`src/design/assert_macros.svh`:
```
// ----------------------------------------------------------------------------
// assert_macros.svh
// Shared concurrent assertion macros, clocked on clk and disabled in reset.
// ----------------------------------------------------------------------------
`ifndef ASSERT_MACROS_SVH
`define ASSERT_MACROS_SVH

// property must hold at every clock edge outside reset
`define ASSERT_PROP(lbl, prop, msg) \
  lbl: assert property (@(posedge clk) disable iff (!rst_n) prop) else $error(msg);

// expression must never be true outside reset
`define ASSERT_NEVER(lbl, expr, msg) \
  `ASSERT_PROP(lbl, !(expr), msg)

`endif

```
`src/design/lpht_pkg.sv`:
```
// ----------------------------------------------------------------------------
// lpht_pkg
// Types, constants and hash helpers for the linear probe hash table.
// ----------------------------------------------------------------------------
package lpht_pkg;

  // Slot count; must be a power of two (the home hash folds base-TABLE_SIZE digits).
  localparam int TABLE_SIZE  = 1024;
  localparam int SLOT_W      = $clog2(TABLE_SIZE);
  localparam int KEY_W       = 32;
  localparam int VAL_W       = 32;
  localparam int QUEUE_DEPTH = 2;   // power of two
  localparam int QPTR_W      = $clog2(QUEUE_DEPTH);

  localparam int NCHUNK = (KEY_W + SLOT_W - 1) / SLOT_W;
  localparam int SUM_W  = SLOT_W + $clog2(NCHUNK) + 1;
  localparam int FOLD_W = SLOT_W + 1;

  localparam logic [FOLD_W-1:0] HOME_MOD   = FOLD_W'(TABLE_SIZE - 1);
  localparam logic [SLOT_W-1:0] FIRST_SLOT = SLOT_W'(1);
  localparam logic [SLOT_W-1:0] LAST_SLOT  = SLOT_W'(TABLE_SIZE - 1);

  localparam logic OP_LOOKUP = 1'b0;
  localparam logic OP_INSERT = 1'b1;

  typedef struct packed {
    logic              op;
    logic [KEY_W-1:0]  key;
    logic [VAL_W-1:0]  value;
    logic [SLOT_W-1:0] home;
  } req_t;

  typedef struct packed {
    logic             valid;
    logic [KEY_W-1:0] key;
    logic [VAL_W-1:0] value;
  } slot_t;

  // key mod (TABLE_SIZE-1) + 1: 2^SLOT_W == 1 modulo 2^SLOT_W-1, so sum the digits.
  function automatic logic [SLOT_W-1:0] home_slot(input logic [KEY_W-1:0] key);
    logic [SUM_W-1:0]  s;
    logic [KEY_W-1:0]  tmp;
    logic [FOLD_W-1:0] f;
    s = '0;
    for (int i = 0; i < NCHUNK; i++) begin
      tmp = key >> (i * SLOT_W);
      s   = s + SUM_W'(tmp[SLOT_W-1:0]);
    end
    f = FOLD_W'(s[SLOT_W-1:0]) + FOLD_W'(s[SUM_W-1:SLOT_W]);
    if (f >= HOME_MOD) begin
      f = f - HOME_MOD;
    end
    return f[SLOT_W-1:0] + FIRST_SLOT;
  endfunction

  // Probe step, wrapping from the last slot back to slot 1.
  function automatic logic [SLOT_W-1:0] next_slot(input logic [SLOT_W-1:0] p);
    return (p == LAST_SLOT) ? FIRST_SLOT : p + FIRST_SLOT;
  endfunction

endpackage

```
`src/design/lpht_queue.sv`:
```
// ----------------------------------------------------------------------------
// lpht_queue
// Short FIFO decoupling the front stage from the probe engine.
// ----------------------------------------------------------------------------
`include "assert_macros.svh"

module lpht_queue (
  input  logic           clk,
  input  logic           rst_n,
  input  logic           push,
  input  lpht_pkg::req_t push_req,
  output logic           ready,
  input  logic           pop,
  output lpht_pkg::req_t head,
  output logic           valid
);

  lpht_pkg::req_t                ent_r [lpht_pkg::QUEUE_DEPTH];
  logic [lpht_pkg::QPTR_W-1:0]   wr_ptr_r, rd_ptr_r;
  logic [lpht_pkg::QPTR_W:0]     cnt_r, cnt_nxt;

  assign ready = cnt_r != (lpht_pkg::QPTR_W + 1)'(lpht_pkg::QUEUE_DEPTH);
  assign valid = cnt_r != '0;
  assign head  = ent_r[rd_ptr_r];

  always_comb begin
    cnt_nxt = cnt_r;
    if (push && !pop) begin
      cnt_nxt = cnt_r + 1'b1;
    end else if (pop && !push) begin
      cnt_nxt = cnt_r - 1'b1;
    end
  end

  always_ff @(posedge clk) begin
    if (!rst_n) begin
      wr_ptr_r <= '0;
      rd_ptr_r <= '0;
      cnt_r    <= '0;
    end else begin
      cnt_r <= cnt_nxt;
      if (push) begin
        wr_ptr_r <= wr_ptr_r + 1'b1;
      end
      if (pop) begin
        rd_ptr_r <= rd_ptr_r + 1'b1;
      end
    end
  end

  always_ff @(posedge clk) begin
    if (push) begin
      ent_r[wr_ptr_r] <= push_req;
    end
  end

  `ASSERT_NEVER(q_overflow, push && !ready, "queue overflow")
  `ASSERT_NEVER(q_underflow, pop && !valid, "queue underflow")

endmodule

```
`config.mk`:
```
export PLATFORM = sky130hd
export DESIGN_NAME = lpht_queue
export DESIGN_NICKNAME = d
export VERILOG_FILES = /design/src/design/lpht_pkg.sv /design/src/design/lpht_queue.sv
export VERILOG_INCLUDE_DIRS = /design/src /design/src/design
export SDC_FILE = /design/constraint.sdc
export NUM_CORES = 1
export LEC_CHECK = 0
export BUFFER_PORTS_ARGS = -buffer_cell sky130_fd_sc_hd__buf_4
export CAP_MARGIN = 10
export CORE_UTILIZATION = 50
export CTS_BUF_LIST = sky130_fd_sc_hd__clkbuf_16
export DETAILED_ROUTE_END_ITERATION = 10
export PLACE_DENSITY = 0.8
export SLEW_MARGIN = 20
export SYNTH_ARGS = -nofsm -noshare
export SYNTH_HDL_FRONTEND = slang
export SYNTH_SLANG_ARGS = --single-unit
```
`constraint.sdc`:
```
create_clock -name clk -period 5.8 [get_ports clk]
set_clock_uncertainty 0.2 [all_clocks]
set_input_delay 0.29 -clock clk [delete_from_list [all_inputs] [get_ports clk]]
set_output_delay 0.29 -clock clk [all_outputs]
set_load 0.005 [all_outputs]
```
-- Yosys cells after proc, flatten, opt, wreduce, memory -nomap -nowiden
Memories as Yosys holds them, arrays and structs flattened. A register that Yosys moved wholly into a read port is not among the register bits.
Index checks and enable logic that the tools add are counted.
- add/sub/neg operators: 4
- equal/unequal tests: 1
- muxes and demuxes: 6
- reduce and logical (&&, ||, !) cells: 6
- operators with widths (cell ; number):
    2-to-1 mux 1 bit ; 4
    2-to-1 mux 2 bit ; 2
    nonzero test 2 bit ; 2
    adder 1 bit (second input constant) ; 2
    adder 2 x 1 -> 2 bit (second input constant) ; 1
    logical AND 1 bit ; 2
    logical NOT 1 bit ; 2
    inequality test 2 bit (second input constant) ; 1
    subtractor 2 x 1 -> 2 bit (second input constant) ; 1
- register bits: 4
- RAM bits: 150
- output and inout bits: 77
- memories: 1
- memories (name ; depth ; width ; read ports ; clocked after memory_dff ; wr ports ; line ; source):
    ent_r ; 2 ; 75 ; 1 ; 1 ; 1 ; lpht_queue.sv:18 ; lpht_pkg::req_t ent_r [lpht_pkg::QUEUE_DEPTH];

-- Depth between registers and ports, before layout
- word-level depth: 4
- gate-level depth with buffers: 5

-- Least setup slack after synthesis
No wires, ideal clock.
- path type: register to register
- start: register wr_ptr_r
- end: memory ent_r[0][0] (netlist name) (enable)
- setup time: 0.518 ns
- data arrival time: 3.653 ns
- slack: 1.428 ns
- cell stages (with the launch flop): 2
- cells stage by stage: dfxtp_1 -> nor2b_1
- RTL lines (element ; line ; source):
    from (decl) ; lpht_queue.sv:19 ; logic [lpht_pkg::QPTR_W-1:0] wr_ptr_r, rd_ptr_r;
    from (signal assigned) ; lpht_queue.sv:43 ; wr_ptr_r <= wr_ptr_r + 1'b1;
    to (decl) ; lpht_queue.sv:18 ;
No word-level cell before the write port.

==> flow_metrics.tcl <==
set metrics [dict create \
    synth_seq_area_share 0.816 \
    tightestPinTransition_ps 1060 \
    clock_tree.htree_level_count 4 \
    tritoncts.num_buffers 17 \
    slowest_stage "sky130_fd_sc_hd__dfxtp_4" \
    ys_seq_elements 155 \
    leakagePower_nw 3.18 \
    number_of_antenna_violations_at_the_first_check_in_global_routing 1 \
    drt_first_iter_violations 123 \
    avgSynthCellArea_um2 22.1 \
    max-cap-violations 0 \
    min_path_type "in2reg" \
    design.die.area_um2 11700 \
    maxSlewViolCount 0 \
    track_usage 0.198 \
    startpoint_type "flip-flop" \
    syn-instance-count 255 \
    synthesis.nets 335 \
    first_global_vias 3443 \
    grt_setup_unrepaired "no" \
    routed_wire_length_per_instance_um 17.2 \
    setup_violations 0 \
    cts-root-buf "sky130_fd_sc_hd__clkbuf_16" \
    dpl-instance-area_um2 6930 \
    critical_path.n_buffers_inverters 1 \
    portBuffers 155 \
    grt_max_degree 76 \
    first_pass_grt_wire_length_mm 16.7 \
    final_design_area_no_fill_um2 8350 \
    critical_path.cell_chain "mux2_2, buf_4" \
    hold_viol_final 0 \
    yosys_warnings 0 \
    fin_worst_hold_slack_ps 32.7 \
    core_region_area_um2 10900 \
    clkLatencyLatePin_ps 400 \
    net_count_of_the_finished_layout 580 \
    fmaxAchievable_ghz 0.398 \
    fin_setup_tns_ps 0 \
    cell_area_after_synthesis_um2 5650 \
    gr-total-overflow 0 \
    layout_worst_path_cycle_share 0.433 \
    synth_cell_type_count 17 \
    run_status "finished, final reports clean" \
    placedCellCount 543 \
    dieHeight_um 108 \
    worst_setup_path_category "reg2out" \
    worst_path_dominant_cell_family "flip-flops" \
    residual_drc_count 0 \
    fp.dieW_um 108 \
    routed_wirelength_mm 11.2 \
    place_congestion 0.671 \
    powerDensity_nw_per_um2 337 \
    ir_worst_vdd_v 0.000233 \
    synth_top_flop_cell "sky130_fd_sc_hd__edfxtp_1" \
    tritoncts "done" \
    yosys.area.top_type "sky130_fd_sc_hd__edfxtp_1" \
    async_flop_share 0 \
    post_cts_resized 0 \
    timing.critical_path.required_ps 5310 \
    io_pins 156 \
    cts_sinks 155 \
    layoutNonFillerInstCount 651 \
    initial_core_util 0.516 \
    tmin_final_ps 2510 \
    synth.most_common_cell "sky130_fd_sc_hd__edfxtp_1" \
    yosys.area.top_type_share 0.798 \
    endpoint_kind "primary output" \
    ant_nets 0 \
    final_layout_size_suffix_gt1_frac 0.510 \
    fin_worst_setup_slack_ps 3290 \
    slew_headroom 0.294 \
    max-clock-path-buffers 2 \
    detailroute.via_count 3186 \
    vias_per_cell 4.89 \
    synth_area_leaders "sky130_fd_sc_hd__edfxtp_1 (80%), sky130_fd_sc_hd__mux2_2 (15%), sky130_fd_sc_hd__dfxtp_1 (1.8%)" \
    crit_fanout 75 \
    synth_enable_flop_cells 150 \
    post_cts_hold_buffer_count 77 \
    firstDrtPassIters 4 \
    pre_cts_slack_ps 3250 \
    placement_rows 38 \
    clk_pin_slew_ps 50 \
    critical-path-max-stage-delay_ps 980 \
    post_synth_top_cells "sky130_fd_sc_hd__edfxtp_1 (150), sky130_fd_sc_hd__mux2_2 (75), sky130_fd_sc_hd__buf_6 (6)" \
    critPathArrivalTime_ps 2020 \
    flow.area_growth_from_synthesis_pct 48.0 \
    cts_setup_buffers 0 \
    hpwlAfterDp_mm 6.00 \
]
==> final timing paths <==
check / startpoint / end / slack, ps / depth (start not counted)
min: push / wr_ptr_r$_SDFFE_PN0P_ / 30 / 3
max reg2reg: wr_ptr_r$_SDFFE_PN0P_ / ent_r[1][15]$_DFFE_PP_ / 3910 / 1
max: flip-flop / head[35] / 3290 / 2
min reg2reg: cnt_r[1]$_SDFFE_PN0P_ / cnt_r[1]$_SDFFE_PN0P_ / 310 / 2
==> cells by family after synthesis <==
kind of cell / synth area share
adder cells (fa/ha/maj): 0.00222
buffers and inverters: 0.0144
multiplexers: 0.150
AND/OR/NAND/NOR: 0.00997
flip-flops: 0.816
AO/OA/AOI/OAI: 0.00355
XOR/XNOR: 0.00466
==> metal layers <==
metal  GRT usage  share of wire
met1       0.203           0.38
met2       0.355           0.54
met3      0.0729          0.065
met4      0.0956          0.015
met5           0              0
==> state kept, by name (all words and copies together) (netlist names), named ones only <==
register	flops
ent_r	150
cnt_r	2
rd_ptr_r	1
wr_ptr_r	1
==> final cells by class <==
class	count	area (um2)
Multi-Input combinational cell	91	970
Tap cell	140	175
Sequential cell	155	4610
Inverter	1	3.75
Fill cell	638	2580
Clock buffer	17	425
Antenna cell	1	2.50
Clock inverter	12	206
Timing Repair Buffer	234	1960
==> through the flow <==
| step | total power [W] | util |
|---|---|---|
| after detailed placement | 0.00160 | 0.634 |
| after CTS | 0.00282 | 0.762 |
| after global routing | 0.00290 | 0.764 |
| after global placement | 0.00159 | 0.634 |
| final | 0.00281 | 0.764 |
| after floorplan | 0.00146 | - |
==> power breakdown <==
| group | leakage [nW] | internal (W) | switching, W | total [W] |
|---|---|---|---|---|
| sequential | 1.45 | 0.00129 | 0.0000346 | 0.00133 |
| combinational | 1.42 | 0.000195 | 0.000103 | 0.000299 |
| clock | 0.310 | 0.000791 | 0.000394 | 0.00119 |
| total | 3.18 | 0.00228 | 0.000532 | 0.00281 |
==> layout by cell type, fill, tap and decap left out <==
master                          synthesis  final
sky130_fd_sc_hd__or3_1                  1      1
sky130_fd_sc_hd__buf_12                 0      1
sky130_fd_sc_hd__dfxtp_4                0      1
sky130_fd_sc_hd__clkinv_1               0      3
sky130_fd_sc_hd__or2_2                  1      1
sky130_fd_sc_hd__mux2_2                75     75
sky130_fd_sc_hd__diode_2                0      1
sky130_fd_sc_hd__inv_1                  1      3
sky130_fd_sc_hd__a21boi_1               1      1
sky130_fd_sc_hd__clkinvlp_4             0      1
sky130_fd_sc_hd__and2_1                 4      3
sky130_fd_sc_hd__nor2b_1                2      1
sky130_fd_sc_hd__xnor2_1                1      1
sky130_fd_sc_hd__o21a_1                 1      1
sky130_fd_sc_hd__dlygate4sd3_1          0     77
sky130_fd_sc_hd__o21ai_0                1      1
sky130_fd_sc_hd__ha_1                   1      1
sky130_fd_sc_hd__xor2_1                 2      2
sky130_fd_sc_hd__nand2b_1               1      1
sky130_fd_sc_hd__edfxtp_1             150    150
sky130_fd_sc_hd__bufinv_16              0      6
sky130_fd_sc_hd__dfxtp_1                5      4
sky130_fd_sc_hd__nor2b_4                0      1
sky130_fd_sc_hd__clkbuf_16              0     17
sky130_fd_sc_hd__and2_4                 0      1
sky130_fd_sc_hd__buf_4                  0    156
(Power assumes the default switching activity.)
