`config.mk`:
```
export PLATFORM = sky130hd
export DESIGN_NAME = lpht_front
export DESIGN_NICKNAME = d
export VERILOG_FILES = /design/src/design/lpht_pkg.sv /design/src/design/lpht_front.sv
export VERILOG_INCLUDE_DIRS = /design/src /design/src/design
export SDC_FILE = /design/constraint.sdc
export NUM_CORES = 1
export LEC_CHECK = 0
export CAP_MARGIN = 20
export CELL_PAD_IN_SITES_DETAIL_PLACEMENT = 0
export CELL_PAD_IN_SITES_GLOBAL_PLACEMENT = 1
export CORE_MARGIN = 2
export CORE_UTILIZATION = 51
export CTS_BUF_LIST = sky130_fd_sc_hd__clkbuf_2 sky130_fd_sc_hd__clkbuf_4 sky130_fd_sc_hd__clkbuf_8
export CTS_CLUSTER_DIAMETER = 120
export CTS_CLUSTER_SIZE = 40
export DETAILED_ROUTE_END_ITERATION = 16
export DONT_BUFFER_PORTS = 1
export GPL_TIMING_DRIVEN = 0
export PLACE_DENSITY_LB_ADDON = 0.1
export SKIP_CTS_REPAIR_TIMING = 1
export SLEW_MARGIN = 20
export SYNTH_ARGS = -nofsm -noshare
export SYNTH_HDL_FRONTEND = slang
export SYNTH_SLANG_ARGS = --single-unit
```
`constraint.sdc`:
```
create_clock -name clk -period 7.2 [get_ports clk]
set_clock_uncertainty 0.15 [all_clocks]
set_input_delay 0.72 -clock clk [delete_from_list [all_inputs] [get_ports clk]]
set_output_delay 0.72 -clock clk [all_outputs]
set_load 0.005 [all_outputs]
```
`src/design/assert_macros.svh`:
```
// ----------------------------------------------------------------------------
// assert_macros.svh
// Shared concurrent assertion macros, clocked on clk and disabled in reset.
// ----------------------------------------------------------------------------
`ifndef ASSERT_MACROS_SVH
`define ASSERT_MACROS_SVH

// property must hold at every clock edge outside reset
`define ASSERT_PROP(lbl, prop, msg) \
  lbl: assert property (@(posedge clk) disable iff (!rst_n) prop) else $error(msg);

// expression must never be true outside reset
`define ASSERT_NEVER(lbl, expr, msg) \
  `ASSERT_PROP(lbl, !(expr), msg)

`endif

```
`src/design/lpht_pkg.sv`:
```
// ----------------------------------------------------------------------------
// lpht_pkg
// Types, constants and hash helpers for the linear probe hash table.
// ----------------------------------------------------------------------------
package lpht_pkg;

  // Slot count; must be a power of two (the home hash folds base-TABLE_SIZE digits).
  localparam int TABLE_SIZE  = 1024;
  localparam int SLOT_W      = $clog2(TABLE_SIZE);
  localparam int KEY_W       = 32;
  localparam int VAL_W       = 32;
  localparam int QUEUE_DEPTH = 2;   // power of two
  localparam int QPTR_W      = $clog2(QUEUE_DEPTH);

  localparam int NCHUNK = (KEY_W + SLOT_W - 1) / SLOT_W;
  localparam int SUM_W  = SLOT_W + $clog2(NCHUNK) + 1;
  localparam int FOLD_W = SLOT_W + 1;

  localparam logic [FOLD_W-1:0] HOME_MOD   = FOLD_W'(TABLE_SIZE - 1);
  localparam logic [SLOT_W-1:0] FIRST_SLOT = SLOT_W'(1);
  localparam logic [SLOT_W-1:0] LAST_SLOT  = SLOT_W'(TABLE_SIZE - 1);

  localparam logic OP_LOOKUP = 1'b0;
  localparam logic OP_INSERT = 1'b1;

  typedef struct packed {
    logic              op;
    logic [KEY_W-1:0]  key;
    logic [VAL_W-1:0]  value;
    logic [SLOT_W-1:0] home;
  } req_t;

  typedef struct packed {
    logic             valid;
    logic [KEY_W-1:0] key;
    logic [VAL_W-1:0] value;
  } slot_t;

  // key mod (TABLE_SIZE-1) + 1: 2^SLOT_W == 1 modulo 2^SLOT_W-1, so sum the digits.
  function automatic logic [SLOT_W-1:0] home_slot(input logic [KEY_W-1:0] key);
    logic [SUM_W-1:0]  s;
    logic [KEY_W-1:0]  tmp;
    logic [FOLD_W-1:0] f;
    s = '0;
    for (int i = 0; i < NCHUNK; i++) begin
      tmp = key >> (i * SLOT_W);
      s   = s + SUM_W'(tmp[SLOT_W-1:0]);
    end
    f = FOLD_W'(s[SLOT_W-1:0]) + FOLD_W'(s[SUM_W-1:SLOT_W]);
    if (f >= HOME_MOD) begin
      f = f - HOME_MOD;
    end
    return f[SLOT_W-1:0] + FIRST_SLOT;
  endfunction

  // Probe step, wrapping from the last slot back to slot 1.
  function automatic logic [SLOT_W-1:0] next_slot(input logic [SLOT_W-1:0] p);
    return (p == LAST_SLOT) ? FIRST_SLOT : p + FIRST_SLOT;
  endfunction

endpackage

```
`src/design/lpht_front.sv`:
```
// ----------------------------------------------------------------------------
// lpht_front
// Takes requests, computes the home slot and hands them to the queue.
// ----------------------------------------------------------------------------
`include "assert_macros.svh"

module lpht_front (
  input  logic                        clk,
  input  logic                        rst_n,
  input  logic                        in_valid,
  output logic                        in_stall,
  input  logic                        in_opcode,
  input  logic [lpht_pkg::KEY_W-1:0]  in_key_id,
  input  logic [lpht_pkg::VAL_W-1:0]  in_entry_value,
  input  logic                        clearing,
  output logic                        q_push,
  output lpht_pkg::req_t              q_req,
  input  logic                        q_ready
);

  logic           s_valid_r, s_valid_nxt;
  lpht_pkg::req_t s_req_r;
  logic           accept;

  assign q_push   = s_valid_r && q_ready;
  assign q_req    = s_req_r;
  assign in_stall = clearing || (s_valid_r && !q_ready);
  assign accept   = in_valid && !in_stall;

  always_comb begin
    s_valid_nxt = s_valid_r;
    if (accept) begin
      s_valid_nxt = 1'b1;
    end else if (q_push) begin
      s_valid_nxt = 1'b0;
    end
  end

  always_ff @(posedge clk) begin
    if (!rst_n) begin
      s_valid_r <= 1'b0;
    end else begin
      s_valid_r <= s_valid_nxt;
    end
  end

  always_ff @(posedge clk) begin
    if (accept) begin
      s_req_r.op    <= in_opcode;
      s_req_r.key   <= in_key_id;
      s_req_r.value <= in_entry_value;
      s_req_r.home  <= lpht_pkg::home_slot(in_key_id);
    end
  end

  // a request blocked by a full queue must sit unchanged
  `ASSERT_PROP(fr_hold, s_valid_r && !q_ready |=> s_valid_r && $stable(s_req_r), "front lost request")

endmodule

```
---- Yosys cells after proc, flatten, opt, wreduce, memory -nomap -nowiden ----
Cells that the tools add are included.
cells by class
  mux-type cells .......................... 4
  magnitude comparators ................... 1
  $add $sub $neg .......................... 6
  reduce and logical (&&, ||, !) cells .... 7
operators with widths
  cell                                                                 number
  2-to-1 mux 10 bit                                                    2
  adder 12 x 2 -> 13 bit                                               1
  adder 11 x 10 -> 12 bit                                              1
  adder 10 x 10 -> 11 bit                                              1
  adder 10 x 3 -> 11 bit                                               1
  greater-or-equal comparator 11 x 10 -> 1 bit, second input constant  1
  adder 10 x 1 -> 10 bit, second input constant                        1
  subtractor 10 bit, second input constant                             1
  logical AND 1 bit                                                    3
  logical NOT 1 bit                                                    2
  2-to-1 mux 1 bit                                                     2
  nonzero test 2 bit                                                   1
  logical OR 1 bit                                                     1
word-level totals
  flip-flop bits (word level) ............. 76
  logic and storage cells ................. 23
  input bits .............................. 70
  output and inout port bits .............. 77

---- Logic depth before layout (Yosys ltp) ----
  depth in word-level cells ............... 8
  mapped depth ............................ 25
  gate-level depth less buffers ........... 24

---- Least setup slack after synthesis ----
OpenSTA, ideal clock, no wires.
  path type ............................... input port to flip-flop
  start ................................... input in_key_id[1] (netlist bit)
  end ..................................... register s_req_r, in the netlist q_req[8], data pin
  data arrival time ....................... 5.511 ns
  library setup time ...................... 0.270 ns
  path buffers ............................ 1
  path slack .............................. 1.269 ns
  stages .................................. 25
  path through ............................ inv_1 > fa_1 > fa_1 > inv_1 > ha_1 > fa_1 > a21oi_1 > o221ai_1 > a21oi_1 > nor2b_1 > o21ai_0 > nand2b_1 > ha_1 > a21o_1 > and3_1 > buf_6 > nor2_2 > nand3_2 > nor3_1 > a32oi_1 > mux2_1 > ha_1 > nand3_1 > nand3b_1 > o211ai_1
between the ends
  longest elaborated chain between the ends .. 8
  elaborated cells between the ends (all ways) .. 9
RTL lines
  what                                                                                      line                            source
  start, declared                                                                           lpht_front.sv:13                input logic [lpht_pkg::KEY_W-1:0] in_key_id,
  adder 10 x 10 -> 11 bit (*)                                                               lpht_pkg.sv:47                  s = s + SUM_W'(tmp[SLOT_W-1:0]);
  adder 11 x 10 -> 12 bit (*)                                                               lpht_pkg.sv:47
  adder 12 x 2 -> 13 bit (*)                                                                lpht_pkg.sv:47
  adder 10 x 3 -> 11 bit (*)                                                                lpht_pkg.sv:49                  f = FOLD_W'(s[SLOT_W-1:0]) + FOLD_W'(s[SUM_W-1:SLOT_W]);
  subtractor 10 bit / greater-or-equal comparator 11 x 10 -> 1 bit (equally long branches)  lpht_pkg.sv:51, lpht_pkg.sv:50
  2-to-1 mux 10 bit (*)                                                                     lpht_pkg.sv:50                  if (f >= HOME_MOD) begin
  2-to-1 mux 10 bit (*)                                                                     lpht_front.sv:48                if (accept) begin
  adder 10 x 1 -> 10 bit (*)                                                                lpht_pkg.sv:53                  return f[SLOT_W-1:0] + FIRST_SLOT;
  end, declared                                                                             lpht_front.sv:22                lpht_pkg::req_t s_req_r;
Mark *: on every way between the ends. The rest lies on a longest branch, timed or not. The select of a mux whose other input is x is not followed.
A chain may end at the register's enable or synchronous reset.

---- Worst setup path in the final report ----
Ends and elaborated chain as after synthesis.

==> summary.txt <==
====================================================================================
Outcome                                                                 finished, final reports clean
Post-synthesis to final-layout area growth                                     9.10%
Proportion of layout cells with a drive suffix above 1                         0.123
Site row count                                                                    31
Max-capacitance violation count                                                    0
Ratio of final minimum period to clock period                                  0.860
Fraction of power spent switching nets                                         0.342
Seq cells post-synth                                                              76
Worst Hold Class                                                           in -> reg
Tightest slew margin relative to the limit                                     0.578
Cell depth of the worst flop-to-flop path                                          4
Effective utilization at floorplan                                             0.531
Peak Freq                                                                    161 MHz
Placeable core region                                                    0.00733 mm2
Crit path time final                                                         6.19 ns
DR vias                                                                         2159
Total CTS buffers                                                                  9
Largest cells by area after synthesis                                   sky130_fd_sc_hd__edfxtp_1 58%, sky130_fd_sc_hd__ha_1 7.4%, sky130_fd_sc_hd__fa_1 6.7%
Data required time at the worst endpoint                                     7.14 ns
Worst-case clock buffer depth                                                      2
Kind of start point of the critical path                                primary input
Slew at the pin closest to its max-slew limit                               0.628 ns
Clock Pin Slew Worst Setup and Hold Paths                                    0.08 ns
Final hold violations                                                              0
Clock root cell                                                         sky130_fd_sc_hd__clkbuf_8
DP Wirelength                                                                5810 um
Placement Cell Area                                                      0.00404 mm2
Count of yosys warnings during synthesis                                           0
Combinational cell fraction of total power                                     0.375
Final net count                                                                  401
WL final                                                                     7240 um
Most instantiated library cell after synthesis                          sky130_fd_sc_hd__edfxtp_1
Post-route design area                                                   0.00425 mm2
Average instance area after synthesis                                       13.7 um2
Number of antenna cells inserted                                                   0
Post-synthesis cell area                                                 0.00389 mm2
Largest area contributor in the netlist                                 sky130_fd_sc_hd__edfxtp_1
Critical path type                                                         in -> reg
Power spent charging and discharging nets                                 0.000488 W
Crit path capture type                                                          flop
Fraction of power consumed by sequential logic                                 0.393
Number of DRC markers in iteration 0                                              71
Antenna violations before repair                                                   0
Worst IR drop on VDD                                                        0.120 mV
IO Port Bufs                                                                       0
Hold depth                                                                         0
Pwr Density                                                               336 mW/mm2
Total Negative Setup Slacks                                                     0 ns
Internal                                                                  0.000939 W
Total power draw                                                           0.00143 W
Post-synth top area share                                                      0.579
Number of pins exceeding their max-slew limit in the final report                  0
Worst Path Max Fanout                                                              7
Share of flip-flops with an asynchronous set or reset after synthesis              0
Final global-route overflow total                                                  0
Count of different cell masters after synthesis                                   59
H-tree levels                                                                      3
Drt pass-1 iters                                                                   4
Area enclosed by the die boundary                                        0.00834 mm2
Power share of the clock group                                                 0.232
Synth cell count leaders                                                75 x sky130_fd_sc_hd__edfxtp_1, 42 x sky130_fd_sc_hd__inv_1, 23 x sky130_fd_sc_hd__ha_1, 13 x sky130_fd_sc_hd__fa_1, 13 x sky130_fd_sc_hd__nor2_1
Post-detailed-route wirelength per cell                                      18.1 um
Number of flops mapped to enable cells by yosys                                   75
Count of unresolved DRC violations after routing                                   0
Die Span X                                                                   91.4 um
CTS tree                                                                         yes
Prevailing post-synth register cell                                     sky130_fd_sc_hd__edfxtp_1
DRT antenna net count                                                              0
Share of the yosys chip area belonging to registers                            0.584
Final setup violation count                                                        0
Post-Synthesis Cells                                                             283
Vias in the first global route                                                  2063
Arr. time, crit path                                                         6.13 ns
Clock Sink Count                                                                  76
I/O pin total                                                                    147
First-pass GRT wire length                                                  11200 um
Via-per-instance ratio                                                          5.41
Lkg Pwr                                                                      1.66 nW
RSZ-0062 raised after global routing                                           false
Clock Latency Late Sink                                                      0.34 ns
Overall fraction of global-route tracks in use                                 0.179
Maximum number of pins on one net before global-route repair                      47
Net count after synthesis                                                        389
Die span in y                                                                91.4 um
Placer congestion estimate                                                     0.810
====================================================================================
==> kinds of logic (layout without fill, tap and decap cells) <==
| family | after synthesis | count (layout) | synth area share |
|---|---|---|---|
| flops | 76 | 76 | 0.584 |
| simple gates | 68 | 68 | 0.0987 |
| buf+inv | 44 | 61 | 0.0453 |
| compound gates | 41 | 41 | 0.0881 |
| fa+ha+maj | 36 | 36 | 0.141 |
| xor+xnor | 17 | 17 | 0.0402 |
| mux | 1 | 1 | 0.00289 |
==> layout make-up <==
cell class,instances,area [um2]
well taps,99,124
flip-flops and latches,76,2270
inverters,42,158
clock inverters,6,70.1
multi-input cells,163,1450
clock buffers,10,138
plain buffers,2,18.8
fillers,580,3090
repair buffers,1,20.0
==> stage by stage <==
step	hold slack, ns	utilization	worst slack, ns	std cells
2_1_floorplan	0.443	-	1.27	283
3_3_place_gp	0.476	0.548	0.696	382
3_5_place_dp	0.480	0.551	0.660	383
4_1_cts	0.291	0.579	1.03	399
5_1_grt	0.289	0.579	0.623	399
6_report	0.314	0.579	1.01	399
==> flip-flops by register name, summed over array words and instances, names as in the netlist <==
| signal | cells |
|---|---|
| q_req | 75 |
| s_valid_r | 1 |
==> per-layer routing <==
layer | up-vias | routed length (um) | GRT usage
met1 | 1015 | 2900 | 0.205
met5 | - | 0 | 0
met3 | 9 | 545 | 0.0714
met2 | 93 | 3680 | 0.303
met4 | 0 | 107 | 0.0644
li1 | 1042 | - | -
==> final timing paths <==
kind,to,startpoint,slack (ns)
worst max-delay path,q_req[8]$_DFFE_PP_,in_key_id[1],1.01
worst min-delay path,q_req[65]$_DFFE_PP_,in_key_id[23],0.31
worst max register to register,q_req[1]$_DFFE_PP_,s_valid_r$_SDFFE_PN0P_,5.39
worst min register to register,s_valid_r$_SDFFE_PN0P_,s_valid_r$_SDFFE_PN0P_,0.50
==> critical path, cell delays in order <==
cell                       delay (ns)
sky130_fd_sc_hd__inv_1           0.04
sky130_fd_sc_hd__fa_1            0.51
sky130_fd_sc_hd__fa_1            0.52
sky130_fd_sc_hd__inv_1           0.04
sky130_fd_sc_hd__ha_1            0.26
sky130_fd_sc_hd__fa_1            0.46
sky130_fd_sc_hd__a21oi_1         0.25
sky130_fd_sc_hd__o221ai_1        0.17
sky130_fd_sc_hd__a21oi_1         0.26
sky130_fd_sc_hd__nor2b_1         0.07
sky130_fd_sc_hd__o21ai_0         0.15
sky130_fd_sc_hd__nand2b_1        0.13
sky130_fd_sc_hd__ha_1            0.30
sky130_fd_sc_hd__a21o_1          0.21
sky130_fd_sc_hd__and3_1          0.19
sky130_fd_sc_hd__buf_6           0.13
sky130_fd_sc_hd__nor2_2          0.18
sky130_fd_sc_hd__nand3_2         0.15
sky130_fd_sc_hd__nor3_1          0.23
sky130_fd_sc_hd__a32oi_1         0.19
sky130_fd_sc_hd__mux2_1          0.36
sky130_fd_sc_hd__ha_1            0.24
sky130_fd_sc_hd__nand3_1         0.13
sky130_fd_sc_hd__nand3b_1        0.13
sky130_fd_sc_hd__o211ai_1        0.10
==> power by group through the flow <==
stage | logic (W) | clock network (W) | registers (W)
global placement | 0.000528 | 0 | 0.000573
CTS | 0.000540 | 0.000340 | 0.000562
finish | 0.000534 | 0.000331 | 0.000561
floorplan | 0.000435 | 0 | 0.000568
detailed placement | 0.000533 | 0 | 0.000572
global route | 0.000605 | 0.000356 | 0.000564
==> cells in the final DEF (no fill, tap or decap), types with 6 or more instances in the layout <==
master	count
sky130_fd_sc_hd__fa_1	13
sky130_fd_sc_hd__nand3_1	7
sky130_fd_sc_hd__inv_1	42
sky130_fd_sc_hd__nand2_1	9
sky130_fd_sc_hd__xnor2_1	11
sky130_fd_sc_hd__ha_1	23
sky130_fd_sc_hd__edfxtp_1	75
sky130_fd_sc_hd__clkbuf_8	10
sky130_fd_sc_hd__and2_1	6
sky130_fd_sc_hd__nor2_1	13
Note: power is estimated with default switching activity, not from simulation.
